===== src/sv/icf_pkg.sv =====
// Package for the inverter link block: item kinds, frame identifiers,
// offsets and the security byte table. No dependencies.
`timescale 1ns / 1ps

package icf_pkg;

   // Kind of a queued item, set by the front end.
   typedef logic [2:0] op_kind_type;
   localparam op_kind_type OP_TICK     = 3'd0;
   localparam op_kind_type OP_FEEDBACK = 3'd1;
   localparam op_kind_type OP_TEMPS    = 3'd2;
   localparam op_kind_type OP_WATCHDOG = 3'd3;
   localparam op_kind_type OP_ACTIVE   = 3'd4;
   localparam op_kind_type OP_OTHER    = 3'd5;

   localparam logic [10:0] ID_COMMAND  = 11'h204;
   localparam logic [10:0] ID_WD_RESET = 11'h207;
   localparam logic [10:0] ID_FEEDBACK = 11'h209;
   localparam logic [10:0] ID_ACT_LOW  = 11'h20A;
   localparam logic [10:0] ID_ACT_HIGH = 11'h20D;
   localparam logic [10:0] ID_TEMPS    = 11'h20E;
   localparam logic [10:0] ID_WATCHDOG = 11'h20F;

   localparam logic signed [16:0] TORQUE_OFFSET = 17'sd32128;
   localparam logic signed [12:0] TEMP_OFFSET   = 13'sd40;
   localparam logic signed [12:0] TEMP_SCALE    = 13'sd10;

   localparam logic [63:0] WD_DATA = 64'h0000_0000_005A_A5A5;

   localparam logic [7:0] SEC_INIT = 8'h7F;
   localparam logic [7:0] SEC_TABLE [16] = '{
      8'hAA, 8'h7F, 8'hFE, 8'h29, 8'h52, 8'hA4, 8'h9D, 8'hEF,
      8'h0B, 8'h16, 8'h2C, 8'h58, 8'hB0, 8'h60, 8'hC0, 8'h01
   };

   localparam int unsigned SPEED_LIMIT_W = 16;
   localparam logic [SPEED_LIMIT_W-1:0] SPEED_LIMIT_RESET = 16'd6000;

   localparam logic [0:0] REG_SPEED_LIMIT = 1'd0;
   localparam logic [0:0] REG_INVERT_DIR  = 1'd1;

   // One classified item as it travels from the front end to the back end.
   typedef struct packed {
      op_kind_type        kind;
      logic               ready_flag;
      logic               power_on;
      logic               gear_drive;
      logic signed [15:0] torque_request;
      logic signed [16:0] torque;
      logic signed [16:0] voltage;
      logic signed [16:0] current;
      logic        [14:0] speed;
      logic signed [12:0] inv_temp;
      logic signed [12:0] mot_temp;
   } op_type;

   typedef struct packed {
      logic full;
      logic empty;
   } q_status_type;

endpackage


===== src/sv/icf_if.sv =====
// Channel interfaces for the inverter link block: request and response.
// No dependencies.
`timescale 1ns / 1ps

interface icf_req_if;
   logic               valid;
   logic               ready;
   logic               command;
   logic        [10:0] frame_id;
   logic        [63:0] frame_data;
   logic               ready_flag;
   logic               power_on;
   logic               gear_drive;
   logic signed [15:0] torque_request;

   modport source (output valid, command, frame_id, frame_data, ready_flag, power_on,
                   gear_drive, torque_request, input ready);
   modport sink (input valid, command, frame_id, frame_data, ready_flag, power_on,
                 gear_drive, torque_request, output ready);
endinterface

interface icf_rsp_if;
   logic               valid;
   logic               ready;
   logic               send_valid;
   logic        [10:0] send_id;
   logic        [63:0] send_data;
   logic signed [16:0] torque_actual;
   logic signed [16:0] dc_voltage;
   logic signed [16:0] dc_current;
   logic        [14:0] speed_actual;
   logic signed [12:0] controller_temp;
   logic signed [12:0] motor_temp;
   logic               running;
   logic               activity;

   modport source (output valid, send_valid, send_id, send_data, torque_actual, dc_voltage,
                   dc_current, speed_actual, controller_temp, motor_temp, running,
                   activity, input ready);
   modport sink (input valid, send_valid, send_id, send_data, torque_actual, dc_voltage,
                 dc_current, speed_actual, controller_temp, motor_temp, running,
                 activity, output ready);
endinterface


===== src/sv/inverter_can_command_and_feedback.sv =====
// Top level of the inverter link block: configuration registers, front end,
// item queue and back end. Depends on icf_pkg, icf_if, icf_front, icf_queue, icf_back.
//
// Each request item is either a transmit tick (command = 0) or a received frame
// (command = 1). Every request item gives exactly one response item that carries
// the frame to transmit, if any, and the stored feedback after the item.
// The request channel is accepted when valid and ready are high at a clock edge;
// ready is low only while the item queue is full.
// An accepted item is written into the queue and, once at its head, is executed by the
// back end into the response register, which drives the response channel.
// Throughput: one item per cycle while the receiver takes responses; the back end
// executes one item per cycle from the queue into the response register.
// When the receiver stalls, the response register holds and the queue takes up to
// QUEUE_DEPTH further items before request ready drops.
// Reset (synchronous, active high) empties the queue, clears the sequence counter,
// running flag and stored feedback, and loads the speed limit with 6000 rpm and the
// direction override with zero. The user writes csr register 0 (speed limit) or 1
// (direction override) only while the block is idle; the block does not enforce it.
`timescale 1ns / 1ps

module inverter_can_command_and_feedback #(
   parameter int QUEUE_DEPTH = 2
) (
   input  logic                                clock,
   input  logic                                reset,
   icf_req_if.sink                             req_bus,
   icf_rsp_if.source                           rsp_bus,
   input  logic                                csr_we,
   input  logic [0:0]                          csr_index,
   input  logic [icf_pkg::SPEED_LIMIT_W-1:0]   csr_wdata
);
   import icf_pkg::*;

   logic [SPEED_LIMIT_W-1:0] speed_limit_ff, speed_limit_in;
   logic                     invert_dir_ff, invert_dir_in;

   op_type       front_op;
   op_type       head_op;
   q_status_type q_status;
   logic         push;
   logic         pop;

   always_comb begin
      speed_limit_in = speed_limit_ff;
      invert_dir_in  = invert_dir_ff;
      if (csr_we) begin
         unique case (csr_index)
            REG_SPEED_LIMIT: speed_limit_in = csr_wdata;
            REG_INVERT_DIR:  invert_dir_in  = csr_wdata[0];
            default:         speed_limit_in = speed_limit_ff;
         endcase
      end
   end

   always_ff @(posedge clock) begin
      if (reset) begin
         speed_limit_ff <= SPEED_LIMIT_RESET;
         invert_dir_ff  <= 1'b0;
      end else begin
         speed_limit_ff <= speed_limit_in;
         invert_dir_ff  <= invert_dir_in;
      end
   end

   icf_front u_front (
      .req_bus  (req_bus),
      .q_status (q_status),
      .push     (push),
      .op       (front_op)
   );

   icf_queue #(
      .DEPTH (QUEUE_DEPTH)
   ) u_queue (
      .clock   (clock),
      .reset   (reset),
      .push    (push),
      .push_op (front_op),
      .pop     (pop),
      .head_op (head_op),
      .status  (q_status)
   );

   icf_back u_back (
      .clock            (clock),
      .reset            (reset),
      .speed_limit      (speed_limit_ff),
      .invert_direction (invert_dir_ff),
      .head_op          (head_op),
      .q_status         (q_status),
      .pop              (pop),
      .rsp_bus          (rsp_bus)
   );

endmodule


===== src/sv/icf_front.sv =====
// Front end: accepts request items, classifies them by identifier and
// decodes the feedback values. Depends on icf_pkg and icf_req_if.
`timescale 1ns / 1ps

module icf_front (
   icf_req_if.sink          req_bus,
   input  icf_pkg::q_status_type q_status,
   output logic             push,
   output icf_pkg::op_type  op
);
   import icf_pkg::*;

   function automatic logic signed [16:0] offset_pair(input logic [15:0] pair);
      return $signed({1'b0, pair}) - TORQUE_OFFSET;
   endfunction

   function automatic logic signed [12:0] temp_of(input logic [7:0] raw);
      logic signed [12:0] diff;
      diff = $signed({5'b0, raw}) - TEMP_OFFSET;
      return diff * TEMP_SCALE;
   endfunction

   logic signed [16:0] speed_raw;
   logic signed [16:0] speed_mag;
   logic        [7:0]  rotor_byte;
   logic        [7:0]  stator_byte;

   assign req_bus.ready = !q_status.full;
   assign push          = req_bus.valid && !q_status.full;

   always_comb begin
      op.ready_flag     = req_bus.ready_flag;
      op.power_on       = req_bus.power_on;
      op.gear_drive     = req_bus.gear_drive;
      op.torque_request = req_bus.torque_request;
      op.torque         = offset_pair(req_bus.frame_data[15:0]);
      op.voltage        = offset_pair(req_bus.frame_data[31:16]);
      op.current        = offset_pair(req_bus.frame_data[47:32]);

      // Halving toward zero and then taking the magnitude is the magnitude halved.
      speed_raw = offset_pair(req_bus.frame_data[63:48]);
      speed_mag = speed_raw[16] ? -speed_raw : speed_raw;
      op.speed  = speed_mag[15:1];

      rotor_byte  = req_bus.frame_data[31:24];
      stator_byte = req_bus.frame_data[39:32];
      op.inv_temp = temp_of(req_bus.frame_data[23:16]);
      op.mot_temp = temp_of((rotor_byte > stator_byte) ? rotor_byte : stator_byte);

      priority if (!req_bus.command) begin
         op.kind = OP_TICK;
      end else if (req_bus.frame_id == ID_FEEDBACK) begin
         op.kind = OP_FEEDBACK;
      end else if (req_bus.frame_id == ID_TEMPS) begin
         op.kind = OP_TEMPS;
      end else if (req_bus.frame_id == ID_WATCHDOG) begin
         op.kind = OP_WATCHDOG;
      end else if (req_bus.frame_id >= ID_ACT_LOW && req_bus.frame_id <= ID_ACT_HIGH) begin
         op.kind = OP_ACTIVE;
      end else begin
         op.kind = OP_OTHER;
      end
   end

endmodule


===== src/sv/icf_queue.sv =====
// Short queue of classified items between the front and back ends.
// Depends on icf_pkg.
`timescale 1ns / 1ps

module icf_queue #(
   parameter int DEPTH = 2
) (
   input  logic                  clock,
   input  logic                  reset,
   input  logic                  push,
   input  icf_pkg::op_type       push_op,
   input  logic                  pop,
   output icf_pkg::op_type       head_op,
   output icf_pkg::q_status_type status
);
   import icf_pkg::*;

   localparam int PTR_W = $clog2(DEPTH);
   localparam int CNT_W = $clog2(DEPTH + 1);
   localparam logic [PTR_W-1:0] LAST_PTR = PTR_W'(DEPTH - 1);
   localparam logic [CNT_W-1:0] FULL_CNT = CNT_W'(DEPTH);

   op_type             entry_ff [DEPTH];
   logic [PTR_W-1:0]   wr_ptr_ff, wr_ptr_in;
   logic [PTR_W-1:0]   rd_ptr_ff, rd_ptr_in;
   logic [CNT_W-1:0]   count_ff, count_in;
   logic               do_push, do_pop;

   assign status.full  = (count_ff == FULL_CNT);
   assign status.empty = (count_ff == '0);
   assign do_push      = push && !status.full;
   assign do_pop       = pop && !status.empty;
   assign head_op      = entry_ff[rd_ptr_ff];

   always_comb begin
      wr_ptr_in = wr_ptr_ff;
      rd_ptr_in = rd_ptr_ff;
      count_in  = count_ff;
      if (do_push) begin
         wr_ptr_in = (wr_ptr_ff == LAST_PTR) ? '0 : wr_ptr_ff + 1'b1;
      end
      if (do_pop) begin
         rd_ptr_in = (rd_ptr_ff == LAST_PTR) ? '0 : rd_ptr_ff + 1'b1;
      end
      if (do_push && !do_pop) begin
         count_in = count_ff + 1'b1;
      end else if (do_pop && !do_push) begin
         count_in = count_ff - 1'b1;
      end
   end

   always_ff @(posedge clock) begin
      if (reset) begin
         wr_ptr_ff <= '0;
         rd_ptr_ff <= '0;
         count_ff  <= '0;
      end else begin
         wr_ptr_ff <= wr_ptr_in;
         rd_ptr_ff <= rd_ptr_in;
         count_ff  <= count_in;
      end
   end

   always_ff @(posedge clock) begin
      if (do_push) begin
         entry_ff[wr_ptr_ff] <= push_op;
      end
   end

   a_count_bound: assert property (@(posedge clock) disable iff (reset)
      count_ff <= FULL_CNT)
      else $error("queue count exceeds depth");

endmodule


===== src/sv/icf_back.sv =====
// Back end: holds the link state, executes queued items, builds the command
// and watchdog frames and registers the response. Depends on icf_pkg, icf_rsp_if.
`timescale 1ns / 1ps

module icf_back (
   input  logic                                   clock,
   input  logic                                   reset,
   input  logic [icf_pkg::SPEED_LIMIT_W-1:0]      speed_limit,
   input  logic                                   invert_direction,
   input  icf_pkg::op_type                        head_op,
   input  icf_pkg::q_status_type                  q_status,
   output logic                                   pop,
   icf_rsp_if.source                              rsp_bus
);
   import icf_pkg::*;

   logic [2:0]         seq_ff, seq_in;
   logic               running_ff, running_in;
   logic signed [16:0] torque_ff, torque_in;
   logic signed [16:0] voltage_ff, voltage_in;
   logic signed [16:0] current_ff, current_in;
   logic        [14:0] speed_ff, speed_in;
   logic signed [12:0] inv_temp_ff, inv_temp_in;
   logic signed [12:0] mot_temp_ff, mot_temp_in;
   logic               out_valid_ff, out_valid_in;
   logic               send_valid_ff, send_valid_in;
   logic        [10:0] send_id_ff, send_id_in;
   logic        [63:0] send_data_ff, send_data_in;
   logic               activity_ff, activity_in;

   logic        [2:0]  seq_next;
   logic        [7:0]  cmd_byte;
   logic signed [16:0] req_wide;
   logic signed [16:0] req_round;
   logic signed [16:0] req_half;
   logic signed [16:0] word_wide;
   logic        [15:0] word;
   logic        [15:0] sec_t1;
   logic        [15:0] sec_t2;
   logic        [7:0]  sec_byte;
   logic               slow;

   assign pop = !q_status.empty && (!out_valid_ff || rsp_bus.ready);

   // Torque command frame, built from the head item whether or not it is a tick.
   always_comb begin
      seq_next = seq_ff + 3'd1;
      cmd_byte = {((head_op.ready_flag || running_ff) && head_op.power_on) ? 2'b10 : 2'b01,
                  (head_op.gear_drive && !invert_direction) ? 2'b10 : 2'b01,
                  1'b0, seq_next};
      slow      = ({1'b0, speed_ff} < speed_limit);
      req_wide  = {head_op.torque_request[15], head_op.torque_request};
      req_round = req_wide + $signed({16'b0, head_op.torque_request[15]});
      req_half  = req_round >>> 1;
      word_wide = TORQUE_OFFSET + (slow ? req_wide : req_half);
      word      = word_wide[15:0];
      sec_t1    = word + {15'b0, (cmd_byte[7] && cmd_byte[5]) || (cmd_byte[6] && cmd_byte[5])};
      sec_t2    = (sec_t1[1:0] == 2'b11) ? sec_t1 + 16'd4 : sec_t1;
      sec_byte  = SEC_INIT;
      for (int i = 0; i < 16; i++) begin
         if (sec_t2[i]) begin
            sec_byte = sec_byte ^ SEC_TABLE[i];
         end
      end
   end

   always_comb begin
      seq_in        = seq_ff;
      running_in    = running_ff;
      torque_in     = torque_ff;
      voltage_in    = voltage_ff;
      current_in    = current_ff;
      speed_in      = speed_ff;
      inv_temp_in   = inv_temp_ff;
      mot_temp_in   = mot_temp_ff;
      send_valid_in = send_valid_ff;
      send_id_in    = send_id_ff;
      send_data_in  = send_data_ff;
      activity_in   = activity_ff;
      out_valid_in  = pop ? 1'b1 : (rsp_bus.ready ? 1'b0 : out_valid_ff);
      if (pop) begin
         send_valid_in = 1'b0;
         send_id_in    = '0;
         send_data_in  = '0;
         activity_in   = 1'b0;
         running_in    = 1'b1;
         unique case (head_op.kind)
            OP_TICK: begin
               seq_in        = seq_next;
               running_in    = running_ff;
               send_valid_in = 1'b1;
               send_id_in    = ID_COMMAND;
               send_data_in  = {24'b0, sec_byte, word[15:8], word[7:0], cmd_byte, 8'b0};
            end
            OP_FEEDBACK: begin
               torque_in   = head_op.torque;
               voltage_in  = head_op.voltage;
               current_in  = head_op.current;
               speed_in    = head_op.speed;
               activity_in = 1'b1;
            end
            OP_TEMPS: begin
               inv_temp_in = head_op.inv_temp;
               mot_temp_in = head_op.mot_temp;
               activity_in = 1'b1;
            end
            OP_WATCHDOG: begin
               running_in    = 1'b0;
               send_valid_in = 1'b1;
               send_id_in    = ID_WD_RESET;
               send_data_in  = WD_DATA;
               activity_in   = 1'b1;
            end
            OP_ACTIVE: begin
               activity_in = 1'b1;
            end
            default: begin
               activity_in = 1'b0;
            end
         endcase
      end
   end

   always_ff @(posedge clock) begin
      if (reset) begin
         seq_ff       <= '0;
         running_ff   <= 1'b0;
         torque_ff    <= '0;
         voltage_ff   <= '0;
         current_ff   <= '0;
         speed_ff     <= '0;
         inv_temp_ff  <= '0;
         mot_temp_ff  <= '0;
         out_valid_ff <= 1'b0;
      end else begin
         seq_ff       <= seq_in;
         running_ff   <= running_in;
         torque_ff    <= torque_in;
         voltage_ff   <= voltage_in;
         current_ff   <= current_in;
         speed_ff     <= speed_in;
         inv_temp_ff  <= inv_temp_in;
         mot_temp_ff  <= mot_temp_in;
         out_valid_ff <= out_valid_in;
      end
   end

   always_ff @(posedge clock) begin
      send_valid_ff <= send_valid_in;
      send_id_ff    <= send_id_in;
      send_data_ff  <= send_data_in;
      activity_ff   <= activity_in;
   end

   // Stored values change only on a pop, so they double as response fields.
   assign rsp_bus.valid           = out_valid_ff;
   assign rsp_bus.send_valid      = send_valid_ff;
   assign rsp_bus.send_id         = send_id_ff;
   assign rsp_bus.send_data       = send_data_ff;
   assign rsp_bus.torque_actual   = torque_ff;
   assign rsp_bus.dc_voltage      = voltage_ff;
   assign rsp_bus.dc_current      = current_ff;
   assign rsp_bus.speed_actual    = speed_ff;
   assign rsp_bus.controller_temp = inv_temp_ff;
   assign rsp_bus.motor_temp      = mot_temp_ff;
   assign rsp_bus.running         = running_ff;
   assign rsp_bus.activity        = activity_ff;

   a_watchdog_frame: assert property (@(posedge clock) disable iff (reset)
      pop && head_op.kind == OP_WATCHDOG |=> !running_ff && send_id_ff == ID_WD_RESET)
      else $error("watchdog item did not clear running or send its frame");

   a_seq_advance: assert property (@(posedge clock) disable iff (reset)
      pop && head_op.kind == OP_TICK |=> seq_ff == $past(seq_ff) + 3'd1)
      else $error("sequence did not advance on a tick");

   a_hold_stalled: assert property (@(posedge clock) disable iff (reset)
      out_valid_ff && !rsp_bus.ready |-> !pop)
      else $error("item popped while the response is stalled");

endmodule

===== src/flat_wrapper.sv =====
// flat-port wrapper written by rule: the top's interface ports become plain ports
module inverter_can_command_and_feedback_flat import icf_pkg::*;
#(
   parameter int QUEUE_DEPTH = 2
)
  (clock, reset, csr_we, csr_index, csr_wdata, req_bus_valid, req_bus_command, req_bus_frame_id, req_bus_frame_data, req_bus_ready_flag, req_bus_power_on, req_bus_gear_drive, req_bus_torque_request, req_bus_ready, rsp_bus_valid, rsp_bus_send_valid, rsp_bus_send_id, rsp_bus_send_data, rsp_bus_torque_actual, rsp_bus_dc_voltage, rsp_bus_dc_current, rsp_bus_speed_actual, rsp_bus_controller_temp, rsp_bus_motor_temp, rsp_bus_running, rsp_bus_activity, rsp_bus_ready);
  icf_req_if req_bus_i ();
  icf_rsp_if rsp_bus_i ();
  input  logic clock;
  input  logic reset;
  input  logic csr_we;
  input  logic [0:0] csr_index;
  input  logic [icf_pkg::SPEED_LIMIT_W-1:0] csr_wdata;
  input wire logic [$bits(req_bus_i.valid)-1:0] req_bus_valid;
  input wire logic [$bits(req_bus_i.command)-1:0] req_bus_command;
  input wire logic [$bits(req_bus_i.frame_id)-1:0] req_bus_frame_id;
  input wire logic [$bits(req_bus_i.frame_data)-1:0] req_bus_frame_data;
  input wire logic [$bits(req_bus_i.ready_flag)-1:0] req_bus_ready_flag;
  input wire logic [$bits(req_bus_i.power_on)-1:0] req_bus_power_on;
  input wire logic [$bits(req_bus_i.gear_drive)-1:0] req_bus_gear_drive;
  input wire logic [$bits(req_bus_i.torque_request)-1:0] req_bus_torque_request;
  output wire logic [$bits(req_bus_i.ready)-1:0] req_bus_ready;
  output wire logic [$bits(rsp_bus_i.valid)-1:0] rsp_bus_valid;
  output wire logic [$bits(rsp_bus_i.send_valid)-1:0] rsp_bus_send_valid;
  output wire logic [$bits(rsp_bus_i.send_id)-1:0] rsp_bus_send_id;
  output wire logic [$bits(rsp_bus_i.send_data)-1:0] rsp_bus_send_data;
  output wire logic [$bits(rsp_bus_i.torque_actual)-1:0] rsp_bus_torque_actual;
  output wire logic [$bits(rsp_bus_i.dc_voltage)-1:0] rsp_bus_dc_voltage;
  output wire logic [$bits(rsp_bus_i.dc_current)-1:0] rsp_bus_dc_current;
  output wire logic [$bits(rsp_bus_i.speed_actual)-1:0] rsp_bus_speed_actual;
  output wire logic [$bits(rsp_bus_i.controller_temp)-1:0] rsp_bus_controller_temp;
  output wire logic [$bits(rsp_bus_i.motor_temp)-1:0] rsp_bus_motor_temp;
  output wire logic [$bits(rsp_bus_i.running)-1:0] rsp_bus_running;
  output wire logic [$bits(rsp_bus_i.activity)-1:0] rsp_bus_activity;
  input wire logic [$bits(rsp_bus_i.ready)-1:0] rsp_bus_ready;
  assign req_bus_i.valid = req_bus_valid;
  assign req_bus_i.command = req_bus_command;
  assign req_bus_i.frame_id = req_bus_frame_id;
  assign req_bus_i.frame_data = req_bus_frame_data;
  assign req_bus_i.ready_flag = req_bus_ready_flag;
  assign req_bus_i.power_on = req_bus_power_on;
  assign req_bus_i.gear_drive = req_bus_gear_drive;
  assign req_bus_i.torque_request = req_bus_torque_request;
  assign req_bus_ready = req_bus_i.ready;
  assign rsp_bus_valid = rsp_bus_i.valid;
  assign rsp_bus_send_valid = rsp_bus_i.send_valid;
  assign rsp_bus_send_id = rsp_bus_i.send_id;
  assign rsp_bus_send_data = rsp_bus_i.send_data;
  assign rsp_bus_torque_actual = rsp_bus_i.torque_actual;
  assign rsp_bus_dc_voltage = rsp_bus_i.dc_voltage;
  assign rsp_bus_dc_current = rsp_bus_i.dc_current;
  assign rsp_bus_speed_actual = rsp_bus_i.speed_actual;
  assign rsp_bus_controller_temp = rsp_bus_i.controller_temp;
  assign rsp_bus_motor_temp = rsp_bus_i.motor_temp;
  assign rsp_bus_running = rsp_bus_i.running;
  assign rsp_bus_activity = rsp_bus_i.activity;
  assign rsp_bus_i.ready = rsp_bus_ready;
  inverter_can_command_and_feedback #(.QUEUE_DEPTH(QUEUE_DEPTH)) u_core (.clock(clock), .reset(reset), .req_bus(req_bus_i), .rsp_bus(rsp_bus_i), .csr_we(csr_we), .csr_index(csr_index), .csr_wdata(csr_wdata));
endmodule

===== config.mk =====
export PLATFORM = sky130hd
export DESIGN_NAME = inverter_can_command_and_feedback_flat
export DESIGN_NICKNAME = d
export VERILOG_FILES = /design/src/sv/icf_pkg.sv /design/src/sv/icf_if.sv /design/src/sv/inverter_can_command_and_feedback.sv /design/src/sv/icf_front.sv /design/src/sv/icf_queue.sv /design/src/sv/icf_back.sv /design/src/flat_wrapper.sv
export SDC_FILE = /design/constraint.sdc
export NUM_CORES = 1
export LEC_CHECK = 0
export ABC_AREA = 1
export BUFFER_PORTS_ARGS = -buffer_cell sky130_fd_sc_hd__buf_4
export CAP_MARGIN = 40
export CORE_AREA = 2 2 237 239
export CTS_CLUSTER_DIAMETER = 80
export DETAILED_ROUTE_END_ITERATION = 6
export DIE_AREA = 0 0 239 241
export GPL_ROUTABILITY_DRIVEN = 0
export PLACE_DENSITY = 0.62
export REMOVE_ABC_BUFFERS = 1
export SLEW_MARGIN = 20
export SYNTH_ARGS = -nofsm -noshare
export SYNTH_HDL_FRONTEND = slang
export SYNTH_HIERARCHICAL = 1
export SYNTH_SLANG_ARGS = --single-unit

===== constraint.sdc =====
create_clock -name clock -period 15.7 [get_ports clock]
set_clock_uncertainty 0.05 [all_clocks]
set_input_delay 3.14 -clock clock [delete_from_list [all_inputs] [get_ports clock]]
set_output_delay 3.14 -clock clock [all_outputs]
set_load 0.005 [all_outputs]

==> impl_metrics.toml <==
[status]
status = "complete, no violations"

[cts]
cts.sinks = 381
cts_root_buf = "clkbuf_16"
clk_pin_slew_ns = 0.06
cts_htree_levels = 2
cts_max_path_buffers = 3
cts_tree = "done"
cts_setup_buffers = 0
postCtsHoldBufs = 0
clk_latency_ns = 0.56
cts_buffers = 44
postCtsResizedCells = 0

[final_layout]
regArea_mm2 = 0.0103
drive_gt1_share_pct = 26.0
area_growth_pct = 18.8
nets = 2341
fillCellCount = 5251
multi_input_area_mm2 = 0.00792

[sta]
setup_viol = 0
grt_setup_unrepaired = "no"
hold_violations = 0
max_slew_margin_pct = 44.0
worstMarginPinSlew_ns = 0.832
max_freq_mhz = 164
finalCritPeriodShare_pct = 38.7
maxSlewViolCount = 0
finalSetupTns_ns = 0
holdWs_ns = 0.416
period_needed_ns = 6.08

[global_route]
gr-total-overflow = 0
grt_usage_pct = 16.2
grt_pass1_wl_um = 73400
grt_pass1_vias = 13700
antenna_found_initial = 7
grt_start_max_net_pins = 75

[detailed_routing]
wl_per_cell_um = 16.4
ant_nets = 0
first_pass_iters = 5
viasPerCell = 4.73
vias = 13700
drc_errors = 0
drt-total-wl_um = 47400
drt-initial-drc-count = 777

[yosys]
synthTopCellsByArea = "edfxtp_1, dfxtp_1, nor2_1"
yosysMostFrequentCell = "nor2_1"
synthFlopType = "edfxtp_1"
synth_edf_count = 262
syn_inst = 1946
seq_area_frac_synth_pct = 52.1
avgSynthCellArea_um2 = 10.1
synth_area_mm2 = 0.0197
synth_top_cell_by_area = "edfxtp_1"
synth_top_area_share_pct = 40.0
ys_types = 59
yosys_register_bits = 381
yosys_warnings = 6
synthArstFlopShare_pct = 0
synth_common_cells = "nor2_1, nand2_1, edfxtp_1, inv_1, o21ai_0"

[setup_path]
cp.arrival_ns = 6.34
path_max_fanout = 14
critical_path_class = "in -> reg"
worstRegToRegCells = 25
start_kind = "input port"
cp.required_ns = 15.96
worstSetupEndpointType = "register"

[floorplan]
fp.dieH_um = 241
core_area_mm2 = 0.0549
initial_utilization_pct = 35.8
row_count = 86
die_area_mm2 = 0.0576
num_io_pins = 289
fp.dieW_um = 239

[worst_hold_path]
hold_class = "reg -> reg"
hold_depth = 2

[power]
powerDensity_mw_per_mm2 = 183
peakVddDrop_v = 0.0000956
leakage_nw = 10.2

[placed_design]
io_buffer_count = 252
dp_hpwl_um = 33800

[job]
drv_cap = 0
## sequential cells by signal (all words and copies together) (netlist names), 2 cells and up, named ones only
name                                   flops
u_core/speed_limit_ff                     16
u_core/u_back/rsp_bus.dc_voltage          17
u_core/u_queue/count_ff                    2
u_core/u_back/rsp_bus.speed_actual        15
u_core/u_back/seq_ff                       3
u_core/u_back/rsp_bus.send_data           32
u_core/u_queue/entry_ff                  228
u_core/u_back/rsp_bus.motor_temp          13
u_core/u_back/rsp_bus.dc_current          17
u_core/u_back/rsp_bus.torque_actual       17
u_core/u_back/rsp_bus.controller_temp     13
## placed cells by master (no fill, tap or decap), types with 8 or more instances in the layout
cell type,count
nor2_2,15
nor2_1,286
o21ai_0,123
xnor2_1,22
mux2_4,60
conb_1,38
clkbuf_16,47
nor2_4,9
nand4_1,20
dfxtp_1,118
inv_1,161
mux2_2,54
nand3_1,99
nand2_1,279
ha_1,67
buf_4,263
clkbuf_1,8
edfxtp_1,262
inv_2,20
a21oi_1,33
xor2_1,60
nand3_2,11
nand2_2,29
## power breakdown
group	internal (mW)	switching, mW
Combinational	0.682	1.06
Clock	0.662	0.417
Sequential	1.36	0.0814
## final cells by class
cell class,instances,share of cell area [%]
clock buffers,62,5.55
multi-input cells,1277,33.9
inverters,183,2.94
flip-flops and latches,381,43.9
clock inverters,19,1.08
diodes,2,0.0214
well taps,704,3.77
repair buffers,268,8.88
## stage by stage
step / total power, mW / std cells / utilization, % / area (um^2) / worst slack, ns
finish: 4.26 / 2896 / 42.6 / 23400 / 9.62
global route: 4.58 / 2896 / 42.6 / 23400 / 9.27
CTS: 4.31 / 2893 / 42.5 / 23300 / 9.68
detailed placement: 3.21 / 2812 / 39.7 / 21800 / 9.07
global placement: 3.15 / 2808 / 39.6 / 21700 / 9.13
floorplan: 2.71 / 1841 / - / 18800 / 6.92
## critical path: stages
cell	delay, ns
buf_4	0.13
inv_1	0.10
ha_1	0.25
a21o_1	0.16
nor2_1	0.16
nand2_2	0.09
nand2_2	0.23
nand2_1	0.11
nand2_2	0.13
nand2_2	0.08
nand2_2	0.10
xnor2_1	0.15
ha_1	0.27
ha_1	0.37
nand2_1	0.07
o21ai_1	0.19
nand2_1	0.08
nand2_1	0.07
nand2_1	0.05
nand2_1	0.09
nand2_1	0.06
nand2_1	0.06
nand2_1	0.07
nand4_1	0.08
nand2_1	0.07
## path summary, 6_finish.rpt
kind	from	to	slack (ns)
worst min-delay path	u_core/invert_dir_ff	u_core/invert_dir_ff	0.42
worst min register to register	u_core/invert_dir_ff	u_core/invert_dir_ff	0.42
worst max-delay path	req_bus_frame_data[39]	u_core/u_queue/entry_ff[1][12]	9.62
worst max register to register	u_core/speed_limit_ff[14]	u_core/u_back/rsp_bus.send_data[36]	10.65
## layer usage
metal  vias to the layer above  share of wire [%]  global-route usage (%)
met5                         -               0.12                       0
met2                       343                 47                    27.7
met1                      6467                 42                    19.8
li1                       6805                  -                       -
met4                        10                2.4                    4.49
met3                        82                8.0                    5.02
## logic make-up (layout without fill, tap and decap cells)
logic type | Yosys count | count (layout) | synth area share (%)
AOI/OAI and AO/OA | 188 | 188 | 5.31
xor gates and xnor gates | 85 | 85 | 3.96
adders and majority gates | 69 | 69 | 4.47
buffers and inverters | 324 | 532 | 8.51
DFF | 381 | 381 | 52.1
muxes | 114 | 114 | 7.67
other | 2 | 40 | 0.0382
and+or+nand+nor | 783 | 783 | 17.9
Note: power is estimated with default switching activity, not from simulation.
